## src/rtl/hard_iron_compass_heading_core_macros.svh

```systemverilog
// ----------------------------------------------------------------------------
// Compass heading core assertion macros
// Shared assertion wrappers for the heading core RTL.
// ----------------------------------------------------------------------------
`ifndef HARD_IRON_COMPASS_HEADING_CORE_MACROS_SVH
`define HARD_IRON_COMPASS_HEADING_CORE_MACROS_SVH

// Concurrent assertion on an explicit clock and active-low reset.
`define HICH_ASSERT_CLK(label, clk, rst_n, prop, msg) \
    label: assert property (@(posedge clk) disable iff (!rst_n) prop) else $error(msg);

// Concurrent assertion on the core clock and reset.
`define HICH_ASSERT(label, prop, msg) \
    `HICH_ASSERT_CLK(label, i_clk, i_rst_n, prop, msg)

`endif

```

## src/rtl/hich_pkg.sv

```systemverilog
// ----------------------------------------------------------------------------
// Compass heading package
// Shared types, constants and table functions for the heading core.
// ----------------------------------------------------------------------------
package hich_pkg;

    localparam int ATAN_DEPTH = 24;
    localparam int IDX_W      = 5;
    localparam int RAW_W      = 16;
    localparam int AXIS_W     = 17;
    localparam int VEC_W      = 28;
    localparam int ANG_W      = 22;
    localparam int ANG16_W    = 14;
    localparam int CFG_W      = 14;
    localparam int CFG_IDX_W  = 2;
    localparam int SUM_W      = 16;
    localparam int HEAD_W     = 9;
    localparam int CARD_W     = 3;

    localparam logic [CFG_IDX_W-1:0] REG_DECL = 2'd0;
    localparam logic [CFG_IDX_W-1:0] REG_UOFS = 2'd1;
    localparam logic [CFG_IDX_W-1:0] REG_LOCK = 2'd2;

    localparam logic signed [ANG_W-1:0]  ANG_180   = 22'sd737280;
    localparam logic signed [ANG_W-1:0]  ANG_ROUND = 22'sd128;
    localparam logic signed [SUM_W-1:0]  FULL_TURN = 16'sd5760;
    localparam logic signed [AXIS_W-1:0] LOW_INIT  = 17'sd32768;
    localparam logic signed [AXIS_W-1:0] HIGH_INIT = -17'sd32768;

    typedef struct packed {
        logic                      done;
        logic signed [ANG16_W-1:0] angle;
    } t_cordic_res;

    // atan(2^-i) in 1/4096 degree
    function automatic logic [17:0] atan_q12(input logic [IDX_W-1:0] idx);
        logic [17:0] v;
        case (idx)
            5'd0:    v = 18'd184320;
            5'd1:    v = 18'd108810;
            5'd2:    v = 18'd57492;
            5'd3:    v = 18'd29184;
            5'd4:    v = 18'd14649;
            5'd5:    v = 18'd7331;
            5'd6:    v = 18'd3667;
            5'd7:    v = 18'd1833;
            5'd8:    v = 18'd917;
            5'd9:    v = 18'd458;
            5'd10:   v = 18'd229;
            5'd11:   v = 18'd115;
            5'd12:   v = 18'd57;
            5'd13:   v = 18'd29;
            5'd14:   v = 18'd14;
            5'd15:   v = 18'd7;
            5'd16:   v = 18'd4;
            5'd17:   v = 18'd2;
            5'd18:   v = 18'd1;
            default: v = 18'd0;
        endcase
        return v;
    endfunction

    // 45-degree sectors centered on N, NE, ... ; boundaries at 45k-22.5
    function automatic logic [CARD_W-1:0] sector_of(input logic [HEAD_W-1:0] h);
        logic [3:0] k;
        k = 4'd0;
        for (int j = 1; j <= 8; j++) begin
            if (h >= HEAD_W'(45 * j - 22)) k = k + 4'd1;
        end
        return k[CARD_W-1:0];
    endfunction

endpackage

```

## src/rtl/hich_sample_if.sv

```systemverilog
// ----------------------------------------------------------------------------
// Magnetometer sample channel
// Valid/ready channel carrying one raw X/Y sample and its arrival flag.
// ----------------------------------------------------------------------------
interface hich_sample_if;
    logic        valid;
    logic        ready;
    logic [15:0] x_raw;
    logic [15:0] y_raw;
    logic        sample_ok;

    modport source (output valid, output x_raw, output y_raw, output sample_ok,
                    input ready);
    modport sink   (input valid, input x_raw, input y_raw, input sample_ok,
                    output ready);
endinterface

```

## src/rtl/hich_heading_if.sv

```systemverilog
// ----------------------------------------------------------------------------
// Heading result channel
// Valid/ready channel carrying one heading result.
// ----------------------------------------------------------------------------
interface hich_heading_if;
    logic               valid;
    logic               ready;
    logic [8:0]         heading_deg;
    logic [2:0]         cardinal;
    logic               heading_error;
    logic signed [16:0] centered_x;
    logic signed [16:0] centered_y;

    modport source (output valid, output heading_deg, output cardinal,
                    output heading_error, output centered_x, output centered_y,
                    input ready);
    modport sink   (input valid, input heading_deg, input cardinal,
                    input heading_error, input centered_x, input centered_y,
                    output ready);
endinterface

```

## src/rtl/hich_cordic.sv

```systemverilog
// ----------------------------------------------------------------------------
// Iterative vectoring CORDIC
// One shared add/shift stage, one micro-rotation per cycle; gives atan2(y, x)
// in 1/16 degree, rounded from a 1/4096 degree accumulator.
// ----------------------------------------------------------------------------
module hich_cordic #(
    parameter int CORDIC_STEPS = 16
) (
    input  logic                                  i_clk,
    input  logic                                  i_rst_n,
    input  logic                                  i_start,
    input  logic signed [hich_pkg::AXIS_W-1:0]    i_cx,
    input  logic signed [hich_pkg::AXIS_W-1:0]    i_cy,
    output hich_pkg::t_cordic_res                 o_res
);

    localparam int VW = hich_pkg::VEC_W;
    localparam int AW = hich_pkg::ANG_W;
    localparam int IW = hich_pkg::IDX_W;
    localparam logic [IW-1:0] LAST_IDX = IW'(CORDIC_STEPS - 1);

    logic                  r_busy;
    logic                  r_round;
    logic                  r_done;
    logic [IW-1:0]         r_idx;
    logic signed [VW-1:0]  r_vx;
    logic signed [VW-1:0]  r_vy;
    logic signed [AW-1:0]  r_vz;
    logic signed [hich_pkg::ANG16_W-1:0] r_angle;

    logic signed [VW-1:0]  n_vx;
    logic signed [VW-1:0]  n_vy;
    logic signed [AW-1:0]  n_vz;
    logic signed [VW-1:0]  c_x0;
    logic signed [VW-1:0]  c_y0;
    logic signed [VW-1:0]  c_sx;
    logic signed [VW-1:0]  c_sy;
    logic [AW-1:0]         c_atan;
    logic signed [AW-1:0]  c_zr;
    logic                  c_neg;
    logic                  c_zero;

    assign c_x0   = {{(VW - hich_pkg::AXIS_W - 8){i_cx[hich_pkg::AXIS_W-1]}}, i_cx, 8'd0};
    assign c_y0   = {{(VW - hich_pkg::AXIS_W - 8){i_cy[hich_pkg::AXIS_W-1]}}, i_cy, 8'd0};
    assign c_neg  = i_cx[hich_pkg::AXIS_W-1];
    assign c_zero = (i_cx == '0) && (i_cy == '0);

    assign c_sx   = r_vy >>> r_idx;
    assign c_sy   = r_vx >>> r_idx;
    assign c_atan = AW'(hich_pkg::atan_q12(r_idx));
    assign c_zr   = r_vz + hich_pkg::ANG_ROUND;

    always_comb begin
        if (!r_vy[VW-1]) begin
            n_vx = r_vx + c_sx;
            n_vy = r_vy - c_sy;
            n_vz = r_vz + $signed(c_atan);
        end else begin
            n_vx = r_vx - c_sx;
            n_vy = r_vy + c_sy;
            n_vz = r_vz - $signed(c_atan);
        end
    end

    always_ff @(posedge i_clk) begin
        if (!i_rst_n) begin
            r_busy  <= 1'b0;
            r_round <= 1'b0;
            r_done  <= 1'b0;
            r_idx   <= '0;
        end else begin
            r_done  <= 1'b0;
            r_round <= 1'b0;
            if (i_start) begin
                r_idx <= '0;
                if (c_zero) begin
                    r_done  <= 1'b1;
                    r_angle <= '0;
                end else begin
                    r_busy <= 1'b1;
                    r_vx   <= c_neg ? -c_x0 : c_x0;
                    r_vy   <= c_neg ? -c_y0 : c_y0;
                    r_vz   <= c_neg ? hich_pkg::ANG_180 : '0;
                end
            end else if (r_busy) begin
                r_vx  <= n_vx;
                r_vy  <= n_vy;
                r_vz  <= n_vz;
                r_idx <= r_idx + 1'b1;
                if (r_idx == LAST_IDX) begin
                    r_busy  <= 1'b0;
                    r_round <= 1'b1;
                end
            end else if (r_round) begin
                r_angle <= c_zr[AW-1:8];
                r_done  <= 1'b1;
            end
        end
    end

    assign o_res.done  = r_done;
    assign o_res.angle = r_angle;

endmodule

```

## src/rtl/hard_iron_compass_heading_core.sv

```systemverilog
// ----------------------------------------------------------------------------
// Hard-iron calibrated compass heading core
// Tracks per-axis min/max, centers X/Y, finds atan2 by CORDIC, adds
// declination and trim, wraps to [0,360) and gives an eight-way sector.
//
//  channel     dir  handshake      payload
//  i_sample    in   valid/ready    x_raw, y_raw, sample_ok
//  o_heading   out  valid/ready    heading_deg, cardinal, heading_error,
//                                  centered_x, centered_y
//  i_cfg_*     in   write enable   index, 14-bit data
//
// Each sample holds the core from its transfer through centering, launch,
// CORDIC_STEPS micro-rotations on the single add/shift stage, a rounding
// step, the sum and the wrap steps. A zero vector skips the rotations; a missing
// sample goes straight to the output stage. i_sample.ready
// is high only between samples. A finished result waits in the output register
// while the next sample is taken; a stall there holds the core in its last state.
// Reset is synchronous and clears bounds, config and handshake state.
// ----------------------------------------------------------------------------
`include "hard_iron_compass_heading_core_macros.svh"

module hard_iron_compass_heading_core #(
    parameter int CORDIC_STEPS = 16
) (
    input  logic                                 i_clk,
    input  logic                                 i_rst_n,
    hich_sample_if.sink                          i_sample,
    hich_heading_if.source                       o_heading,
    input  logic                                 i_cfg_we,
    input  logic [hich_pkg::CFG_IDX_W-1:0]       i_cfg_idx,
    input  logic [hich_pkg::CFG_W-1:0]           i_cfg_data
);

    localparam int AXW = hich_pkg::AXIS_W;
    localparam int SW  = hich_pkg::SUM_W;

    localparam logic [2:0] S_IDLE   = 3'd0;
    localparam logic [2:0] S_CENTER = 3'd1;
    localparam logic [2:0] S_LAUNCH = 3'd2;
    localparam logic [2:0] S_CORDIC = 3'd3;
    localparam logic [2:0] S_SUM    = 3'd4;
    localparam logic [2:0] S_WRAP   = 3'd5;
    localparam logic [2:0] S_DONE   = 3'd6;

    logic [2:0]                   r_state;
    logic [hich_pkg::CFG_W-1:0]   r_decl;
    logic [hich_pkg::CFG_W-1:0]   r_uofs;
    logic                         r_lock;
    logic signed [AXW-1:0]        r_xlo;
    logic signed [AXW-1:0]        r_xhi;
    logic signed [AXW-1:0]        r_ylo;
    logic signed [AXW-1:0]        r_yhi;
    logic signed [AXW-1:0]        r_x;
    logic signed [AXW-1:0]        r_y;
    logic signed [AXW-1:0]        r_cx;
    logic signed [AXW-1:0]        r_cy;
    logic                         r_err;
    logic signed [SW-1:0]         r_total;
    logic                         r_out_valid;
    logic [hich_pkg::HEAD_W-1:0]  r_out_head;
    logic [hich_pkg::CARD_W-1:0]  r_out_card;
    logic                         r_out_err;
    logic signed [AXW-1:0]        r_out_cx;
    logic signed [AXW-1:0]        r_out_cy;

    logic                         c_accept;
    logic signed [AXW-1:0]        c_xs;
    logic signed [AXW-1:0]        c_ys;
    logic signed [AXW:0]          c_xsum;
    logic signed [AXW:0]          c_ysum;
    logic signed [AXW:0]          c_xmid;
    logic signed [AXW:0]          c_ymid;
    logic signed [AXW:0]          c_cx;
    logic signed [AXW:0]          c_cy;
    logic [hich_pkg::HEAD_W-1:0]  c_head;
    logic                         c_out_free;
    logic                         c_err_zero;
    hich_pkg::t_cordic_res        c_res;

    assign c_accept   = i_sample.valid && i_sample.ready;
    assign c_out_free = !r_out_valid || o_heading.ready;

    // offset binary to signed: flip the top bit, sign-extend
    assign c_xs = {~i_sample.x_raw[15], ~i_sample.x_raw[15], i_sample.x_raw[14:0]};
    assign c_ys = {~i_sample.y_raw[15], ~i_sample.y_raw[15], i_sample.y_raw[14:0]};

    // center = (lo + hi) / 2 toward zero
    assign c_xsum = (AXW+1)'(r_xlo) + (AXW+1)'(r_xhi);
    assign c_ysum = (AXW+1)'(r_ylo) + (AXW+1)'(r_yhi);
    assign c_xmid = (c_xsum + $signed((AXW+1)'(c_xsum[AXW]))) >>> 1;
    assign c_ymid = (c_ysum + $signed((AXW+1)'(c_ysum[AXW]))) >>> 1;
    assign c_cx   = (AXW+1)'(r_x) - c_xmid;
    assign c_cy   = (AXW+1)'(r_y) - c_ymid;

    assign c_head = r_total[hich_pkg::HEAD_W+3:4];

    hich_cordic #(
        .CORDIC_STEPS (CORDIC_STEPS)
    ) u_cordic (
        .i_clk   (i_clk),
        .i_rst_n (i_rst_n),
        .i_start (r_state == S_LAUNCH),
        .i_cx    (r_cx),
        .i_cy    (r_cy),
        .o_res   (c_res)
    );

    always_ff @(posedge i_clk) begin
        if (!i_rst_n) begin
            r_decl <= '0;
            r_uofs <= '0;
            r_lock <= 1'b0;
        end else if (i_cfg_we) begin
            case (i_cfg_idx)
                hich_pkg::REG_DECL: r_decl <= i_cfg_data;
                hich_pkg::REG_UOFS: r_uofs <= i_cfg_data;
                hich_pkg::REG_LOCK: r_lock <= i_cfg_data[0];
                default: ;
            endcase
        end
    end

    always_ff @(posedge i_clk) begin
        if (!i_rst_n) begin
            r_state     <= S_IDLE;
            r_out_valid <= 1'b0;
            r_err       <= 1'b0;
            r_xlo       <= hich_pkg::LOW_INIT;
            r_xhi       <= hich_pkg::HIGH_INIT;
            r_ylo       <= hich_pkg::LOW_INIT;
            r_yhi       <= hich_pkg::HIGH_INIT;
        end else begin
            if (r_out_valid && o_heading.ready) r_out_valid <= 1'b0;
            case (r_state)
                S_IDLE: begin
                    if (c_accept) begin
                        r_x   <= c_xs;
                        r_y   <= c_ys;
                        r_err <= !i_sample.sample_ok;
                        if (i_sample.sample_ok) begin
                            r_state <= S_CENTER;
                            if (!r_lock) begin
                                if (c_xs < r_xlo) r_xlo <= c_xs;
                                if (c_xs > r_xhi) r_xhi <= c_xs;
                                if (c_ys < r_ylo) r_ylo <= c_ys;
                                if (c_ys > r_yhi) r_yhi <= c_ys;
                            end
                        end else begin
                            r_state <= S_DONE;
                        end
                    end
                end
                S_CENTER: begin
                    r_cx    <= c_cx[AXW-1:0];
                    r_cy    <= c_cy[AXW-1:0];
                    r_state <= S_LAUNCH;
                end
                S_LAUNCH: begin
                    r_state <= S_CORDIC;
                end
                S_CORDIC: begin
                    if (c_res.done) r_state <= S_SUM;
                end
                S_SUM: begin
                    r_total <= SW'(c_res.angle) + SW'($signed(r_decl))
                             + SW'($signed(r_uofs));
                    r_state <= S_WRAP;
                end
                S_WRAP: begin
                    if (r_total[SW-1]) begin
                        r_total <= r_total + hich_pkg::FULL_TURN;
                    end else if (r_total >= hich_pkg::FULL_TURN) begin
                        r_total <= r_total - hich_pkg::FULL_TURN;
                    end else begin
                        r_state <= S_DONE;
                    end
                end
                S_DONE: begin
                    if (c_out_free) begin
                        r_out_valid <= 1'b1;
                        r_out_err   <= r_err;
                        if (r_err) begin
                            r_out_head <= '0;
                            r_out_card <= '0;
                            r_out_cx   <= '0;
                            r_out_cy   <= '0;
                        end else begin
                            r_out_head <= c_head;
                            r_out_card <= hich_pkg::sector_of(c_head);
                            r_out_cx   <= r_cx;
                            r_out_cy   <= r_cy;
                        end
                        r_state <= S_IDLE;
                    end
                end
                default: begin
                    r_state <= S_IDLE;
                end
            endcase
        end
    end

    assign i_sample.ready          = (r_state == S_IDLE);
    assign o_heading.valid         = r_out_valid;
    assign o_heading.heading_deg   = r_out_head;
    assign o_heading.cardinal      = r_out_card;
    assign o_heading.heading_error = r_out_err;
    assign o_heading.centered_x    = r_out_cx;
    assign o_heading.centered_y    = r_out_cy;

    assign c_err_zero = (r_out_head == '0) && (r_out_card == '0);

    `HICH_ASSERT(a_accept_leaves_idle, c_accept |=> (r_state != S_IDLE), "sample not started")
    `HICH_ASSERT(a_cordic_done_waited, c_res.done |-> (r_state == S_CORDIC), "early CORDIC done")
    `HICH_ASSERT(a_heading_range, r_out_valid |-> (r_out_head <= 9'd359), "heading out of range")
    `HICH_ASSERT(a_error_zero, (r_out_valid && r_out_err) |-> c_err_zero, "error result not zero")

endmodule
```

## src/flat_wrapper.sv

```systemverilog
// flat-port wrapper written by rule: the top's interface ports become plain ports
module hard_iron_compass_heading_core_flat 
#(
    parameter int CORDIC_STEPS = 16
)
  (i_clk, i_rst_n, i_cfg_we, i_cfg_idx, i_cfg_data, i_sample_valid, i_sample_x_raw, i_sample_y_raw, i_sample_sample_ok, i_sample_ready, o_heading_valid, o_heading_heading_deg, o_heading_cardinal, o_heading_heading_error, o_heading_centered_x, o_heading_centered_y, o_heading_ready);
  hich_sample_if i_sample_i ();
  hich_heading_if o_heading_i ();
  input  logic i_clk;
  input  logic i_rst_n;
  input  logic i_cfg_we;
  input  logic [hich_pkg::CFG_IDX_W-1:0] i_cfg_idx;
  input  logic [hich_pkg::CFG_W-1:0] i_cfg_data;
  input wire logic [$bits(i_sample_i.valid)-1:0] i_sample_valid;
  input wire logic [$bits(i_sample_i.x_raw)-1:0] i_sample_x_raw;
  input wire logic [$bits(i_sample_i.y_raw)-1:0] i_sample_y_raw;
  input wire logic [$bits(i_sample_i.sample_ok)-1:0] i_sample_sample_ok;
  output wire logic [$bits(i_sample_i.ready)-1:0] i_sample_ready;
  output wire logic [$bits(o_heading_i.valid)-1:0] o_heading_valid;
  output wire logic [$bits(o_heading_i.heading_deg)-1:0] o_heading_heading_deg;
  output wire logic [$bits(o_heading_i.cardinal)-1:0] o_heading_cardinal;
  output wire logic [$bits(o_heading_i.heading_error)-1:0] o_heading_heading_error;
  output wire logic [$bits(o_heading_i.centered_x)-1:0] o_heading_centered_x;
  output wire logic [$bits(o_heading_i.centered_y)-1:0] o_heading_centered_y;
  input wire logic [$bits(o_heading_i.ready)-1:0] o_heading_ready;
  assign i_sample_i.valid = i_sample_valid;
  assign i_sample_i.x_raw = i_sample_x_raw;
  assign i_sample_i.y_raw = i_sample_y_raw;
  assign i_sample_i.sample_ok = i_sample_sample_ok;
  assign i_sample_ready = i_sample_i.ready;
  assign o_heading_valid = o_heading_i.valid;
  assign o_heading_heading_deg = o_heading_i.heading_deg;
  assign o_heading_cardinal = o_heading_i.cardinal;
  assign o_heading_heading_error = o_heading_i.heading_error;
  assign o_heading_centered_x = o_heading_i.centered_x;
  assign o_heading_centered_y = o_heading_i.centered_y;
  assign o_heading_i.ready = o_heading_ready;
  hard_iron_compass_heading_core #(.CORDIC_STEPS(CORDIC_STEPS)) u_core (.i_clk(i_clk), .i_rst_n(i_rst_n), .i_sample(i_sample_i), .o_heading(o_heading_i), .i_cfg_we(i_cfg_we), .i_cfg_idx(i_cfg_idx), .i_cfg_data(i_cfg_data));
endmodule
```

## config.mk

```make
export PLATFORM = sky130hd
export DESIGN_NAME = hard_iron_compass_heading_core_flat
export DESIGN_NICKNAME = d
export VERILOG_FILES = /design/src/rtl/hich_pkg.sv /design/src/rtl/hich_sample_if.sv /design/src/rtl/hich_heading_if.sv /design/src/rtl/hich_cordic.sv /design/src/rtl/hard_iron_compass_heading_core.sv /design/src/flat_wrapper.sv
export VERILOG_INCLUDE_DIRS = /design/src /design/src/rtl
export SDC_FILE = /design/constraint.sdc
export NUM_CORES = 1
export LEC_CHECK = 0
export ABC_AREA = 1
export BUFFER_PORTS_ARGS = -buffer_cell sky130_fd_sc_hd__clkbuf_2
export CORE_AREA = 2 2 259 235
export DETAILED_ROUTE_END_ITERATION = 8
export DIE_AREA = 0 0 261 237
export PLACE_DENSITY = 0.66
export REMOVE_ABC_BUFFERS = 1
export SLEW_MARGIN = 10
export SYNTH_ARGS = -nofsm -noshare
export SYNTH_HDL_FRONTEND = slang
export SYNTH_SLANG_ARGS = --single-unit
```

## constraint.sdc

```tcl
create_clock -name i_clk -period 6.8 [get_ports i_clk]
set_input_delay 1.36 -clock i_clk [delete_from_list [all_inputs] [get_ports i_clk]]
set_output_delay 1.36 -clock i_clk [all_outputs]
set_load 0.02 [all_outputs]
```

==> results.md <==
* Overall track demand over capacity in global routing at ~28%
* Later-pin clock latency in the skew report at roughly 0.59 ns
* Fraction of the mapped netlist area in simple logic gates at 28.1%
* Final period utilization at 78.8%
* Number of flops mapped to enable cells by yosys at ~220
* Quantity of hold-fixing buffers added after cts at 0
* H-tree levels at 2
* Final layout net count at 4514
* Aggregate routed wire length at about 85000 um
* Count of clock tree sinks at between 300 and 400
* Overall Power at around 15 mW
* Synthesized-area fraction occupied by ao, oa, aoi and oai cells at between 15 and 20%
* Avg Synthesized Cell Area at just over 7 sq um
* Cells after DPL at about 5000
* Number of vias after detailed routing at 27700
* Count of distinct cell types in the synthesized netlist at 60
* Max stage delay on crit path at ~0.64 ns
* CTS tree: built
* Slowest stage cell, crit path: dfxtp_2
* Critical path buffer and inverter count at 3
* Ys Warns at 0
* First-pass GRT wire length at 137000 um
* Final min period at 5.36 ns
* Combined area of all synthesized cells at between 20000 and 30000 sq um
* Hold path start: u_core.r_xlo[8]$_SDFFE_PN0P_
* Largest net degree at the start of global routing at 67
* Result of the run: complete, no violations
* Global Route met3 Usage at about 3.6%
* Placed wire-length estimate after detailed placement at approximately 66000 um
* # resized after CTS at 0
* Biggest fanout along the worst timing path at 52
* Filler cell count at around 5900
* Share of async-settable or async-resettable flops after synthesis at 0%
* Fraction of layout cells with a size suffix above 1 at under 10%
* Register bit total from synthesis at about 350
* Number of global-route vias before repair at 25700
* Mux share of post-synthesis cell area at 0%
* Clock tree root driver cell: clkbuf_16
* Number of pins exceeding their max-slew limit in the final report at 0
* Kind of cell with the highest combined delay on the critical path: simple AND/OR/NAND/NOR gates
* Antenna-violating nets left at 0
* Max cap viols at 0
* Critical setup path kind: reg2reg
* Total power per unit cell area at about 480 nW/um^2
* Leakage power at 14.7 nW
* Cell with the most instances on the worst path: nand2_1
* Worst ir drop on vdd at 259 uV
* Die area at just over 60000 sq um
* GPL Wtd Cong at 0.949
* Measured slew at the worst slew-check pin at roughly 1.1 ns
* Arrival time of data at the critical path endpoint at approximately 5.7 ns
* Routed wire length per instance at 17.0 um
* Achievable frequency at approximately 190 MHz
* # port buffers at between 100 and 150
* DRT Pass-1 Iters at 6
* Post-CTS setup-driven buffer insertion count at 0
* Portion of the post-synthesis area used by sequential elements at a little under a third
* Post-route DRC at 0
* # setup viols final at 0
* Clock transition at the register clock pins on the worst setup and hold paths after CTS at about 0.070 ns
* Headroom to the max-slew limit at 25.9%
* Clock buffer depth at 3
* Ant diodes at 0
* Final Hold Fails at 0
* Endpoint type of the worst setup path: register
* I/O Pins at 103
* Category of the worst setup path launch point: register
* Total clock buffers created by CTS at 42
* Worst reg2reg path startpoint: u_core.u_cordic.r_idx[0]$_SDFFE_PP0P_
* Final Instance Count excl. Fillers at between 5000 and 6000
* Final setup skew at around 0.033 ns
* Synth Area in Adders at 12.1%
* Cell row count at 85
* Dominant combinational cell family by area after synthesis: simple AND/OR/NAND/NOR gates
* Area growth from synthesis to final layout at 8.75%
* Die Wd at around 260 um
* Worst min path class: reg2reg
* Drt via density at 5.53
* Cell count after synthesis at slightly above 4000
* Overflow after GRT at 0
* Initial antenna violation count at 0
* Met2 Usage GRT at 43.2%
* Met1 global-route usage at approximately two fifths
* GR peak layer: met2
* Detailed Route Iter0 Violations at 2485
* Worst Setup SP: u_core.u_cordic.r_idx[0]$_SDFFE_PP0P_
* RSZ-0062 raised after global routing: no
* Parity-gate share of the synthesized area counting xor and xnor cells at between 4 and 5%
* Prevailing post-synth register cell: edfxtp_1
* Data required time at the worst endpoint at slightly above 7 ns
* Y dimension of the die at 237 um
* Area of the core at 59300 sq um
* Initial Utilization at 49.4%
path summary, 6_finish.rpt:
kind,to,slack [ns],cells past startpoint
min reg2reg,u_core.r_xlo[8]$_SDFFE_PN0P_,0.48,2
max,u_core.u_cordic.r_vy[19]$_DFFE_PP_,1.44,28
max reg2reg,u_core.u_cordic.r_vy[19]$_DFFE_PP_,1.44,28
min,u_core.r_xlo[8]$_SDFFE_PN0P_,0.48,2
state kept, by name (all words and copies together) (netlist names), 9 cells and up:
| name | count |
|---|---|
| u_core.u_cordic.r_angle | 14 |
| u_core.u_cordic.r_vz | 22 |
| u_core.r_decl | 14 |
| u_core.u_cordic.r_vx | 28 |
| u_core.o_heading.centered_y | 17 |
| u_core.o_heading.heading_deg | 9 |
| u_core.u_cordic.c_atan | 18 |
| u_core.r_yhi | 16 |
| u_core.r_xhi | 16 |
| u_core.u_cordic.r_vy | 28 |
| u_core.r_x | 16 |
| u_core.r_y | 16 |
| u_core.r_cx | 17 |
| u_core.o_heading.centered_x | 17 |
| u_core.r_uofs | 14 |
| u_core.r_cy | 17 |
| u_core.r_ylo | 17 |
| u_core.r_total | 16 |
| u_core.r_xlo | 17 |
placed cells by master (no fill, tap or decap), drive strengths merged, types with 73 or more instances in the layout:
cell	netlist	final
edfxtp	221	221
clkbuf	68	159
nand3	400	400
nor3	73	73
xor2	117	117
o21ai	335	335
inv	490	493
a21oi	352	352
nor2	416	416
dfxtp	126	126
nand2	938	938
ha	249	249
cell families (layout without fill, tap and decap cells):
group / count (synthesis) / count (layout)
adder cells (fa/ha/maj): 271 / 271
flip-flops: 347 / 347
buffers and inverters: 625 / 698
XOR/XNOR: 159 / 159
AND/OR/NAND/NOR: 1921 / 1921
AO/OA/AOI/OAI: 827 / 827
per-stage QoR:
step / cell area [sq um] / utilization, % / worst slack, ns / TNS, ns / hold WS, ns
CTS: 31900 / 53.7 / 1.60 / 0 / 0.481
detailed placement: 30400 / 51.2 / 1.63 / 0 / 0.472
global route: 31900 / 53.7 / 0.993 / 0 / 0.508
floorplan: 28700 / - / -0.406 / -31.65 / 0.447
global placement: 30400 / 51.2 / 1.78 / 0 / 0.470
finish: 31900 / 53.7 / 1.44 / 0 / 0.481
layer usage:
| layer | part of all wire (%) | vias up |
|---|---|---|
| met3 | 6.8 | 121 |
| met2 | 44 | 841 |
| met5 | 0 | - |
| met1 | 47 | 12700 |
| li1 | - | 14000 |
| met4 | 2.3 | 0 |
cells in the mapped netlist (22+ instances only):
master / n / area (sq um)
clkbuf_1: 67 / 251
edfxtp_1: 221 / 6640
nand4_1: 39 / 244
xnor2_1: 42 / 368
o21ai_0: 313 / 1570
nor3_1: 72 / 360
a21oi_1: 351 / 1760
nor2_1: 400 / 1500
dfxtp_1: 126 / 2520
nand3_1: 395 / 1980
ha_1: 249 / 3120
buf_2: 43 / 215
xor2_1: 117 / 1020
nand2_1: 917 / 3440
a31oi_1: 27 / 169
fa_1: 22 / 440
inv_1: 477 / 1790
final cells by class:
type                       count  area [sq um]  share of cell area (%)
multi-input combinational   3178         17700                    55.5
sequential                   347          9160                    28.7
inverter                     491          1850                    5.80
clock buffer                  57          1200                    3.77
tap                          783           980                    3.07
timing repair buffer         129           713                    2.24
clock inverter                21           270                   0.848
worst reg2reg max path, delay by kind of cell (launching register included):
| kind | cells | cell delay [ns] |
|---|---|---|
| fa+ha+maj | 2 | 0.55 |
| xor+xnor | 1 | 0.15 |
| compound gates | 6 | 1.15 |
| buf+inv | 3 | 0.45 |
| flops | 1 | 0.64 |
| simple gates | 16 | 2.19 |
where the power goes:
group | switching [mW] | leakage (nW) | internal, mW
clock | 0.976 | 0.712 | 1.44
combinational | 6.07 | 10.9 | 3.21
sequential | 0.564 | 3.04 | 3.10
(Power assumes the default switching activity.)
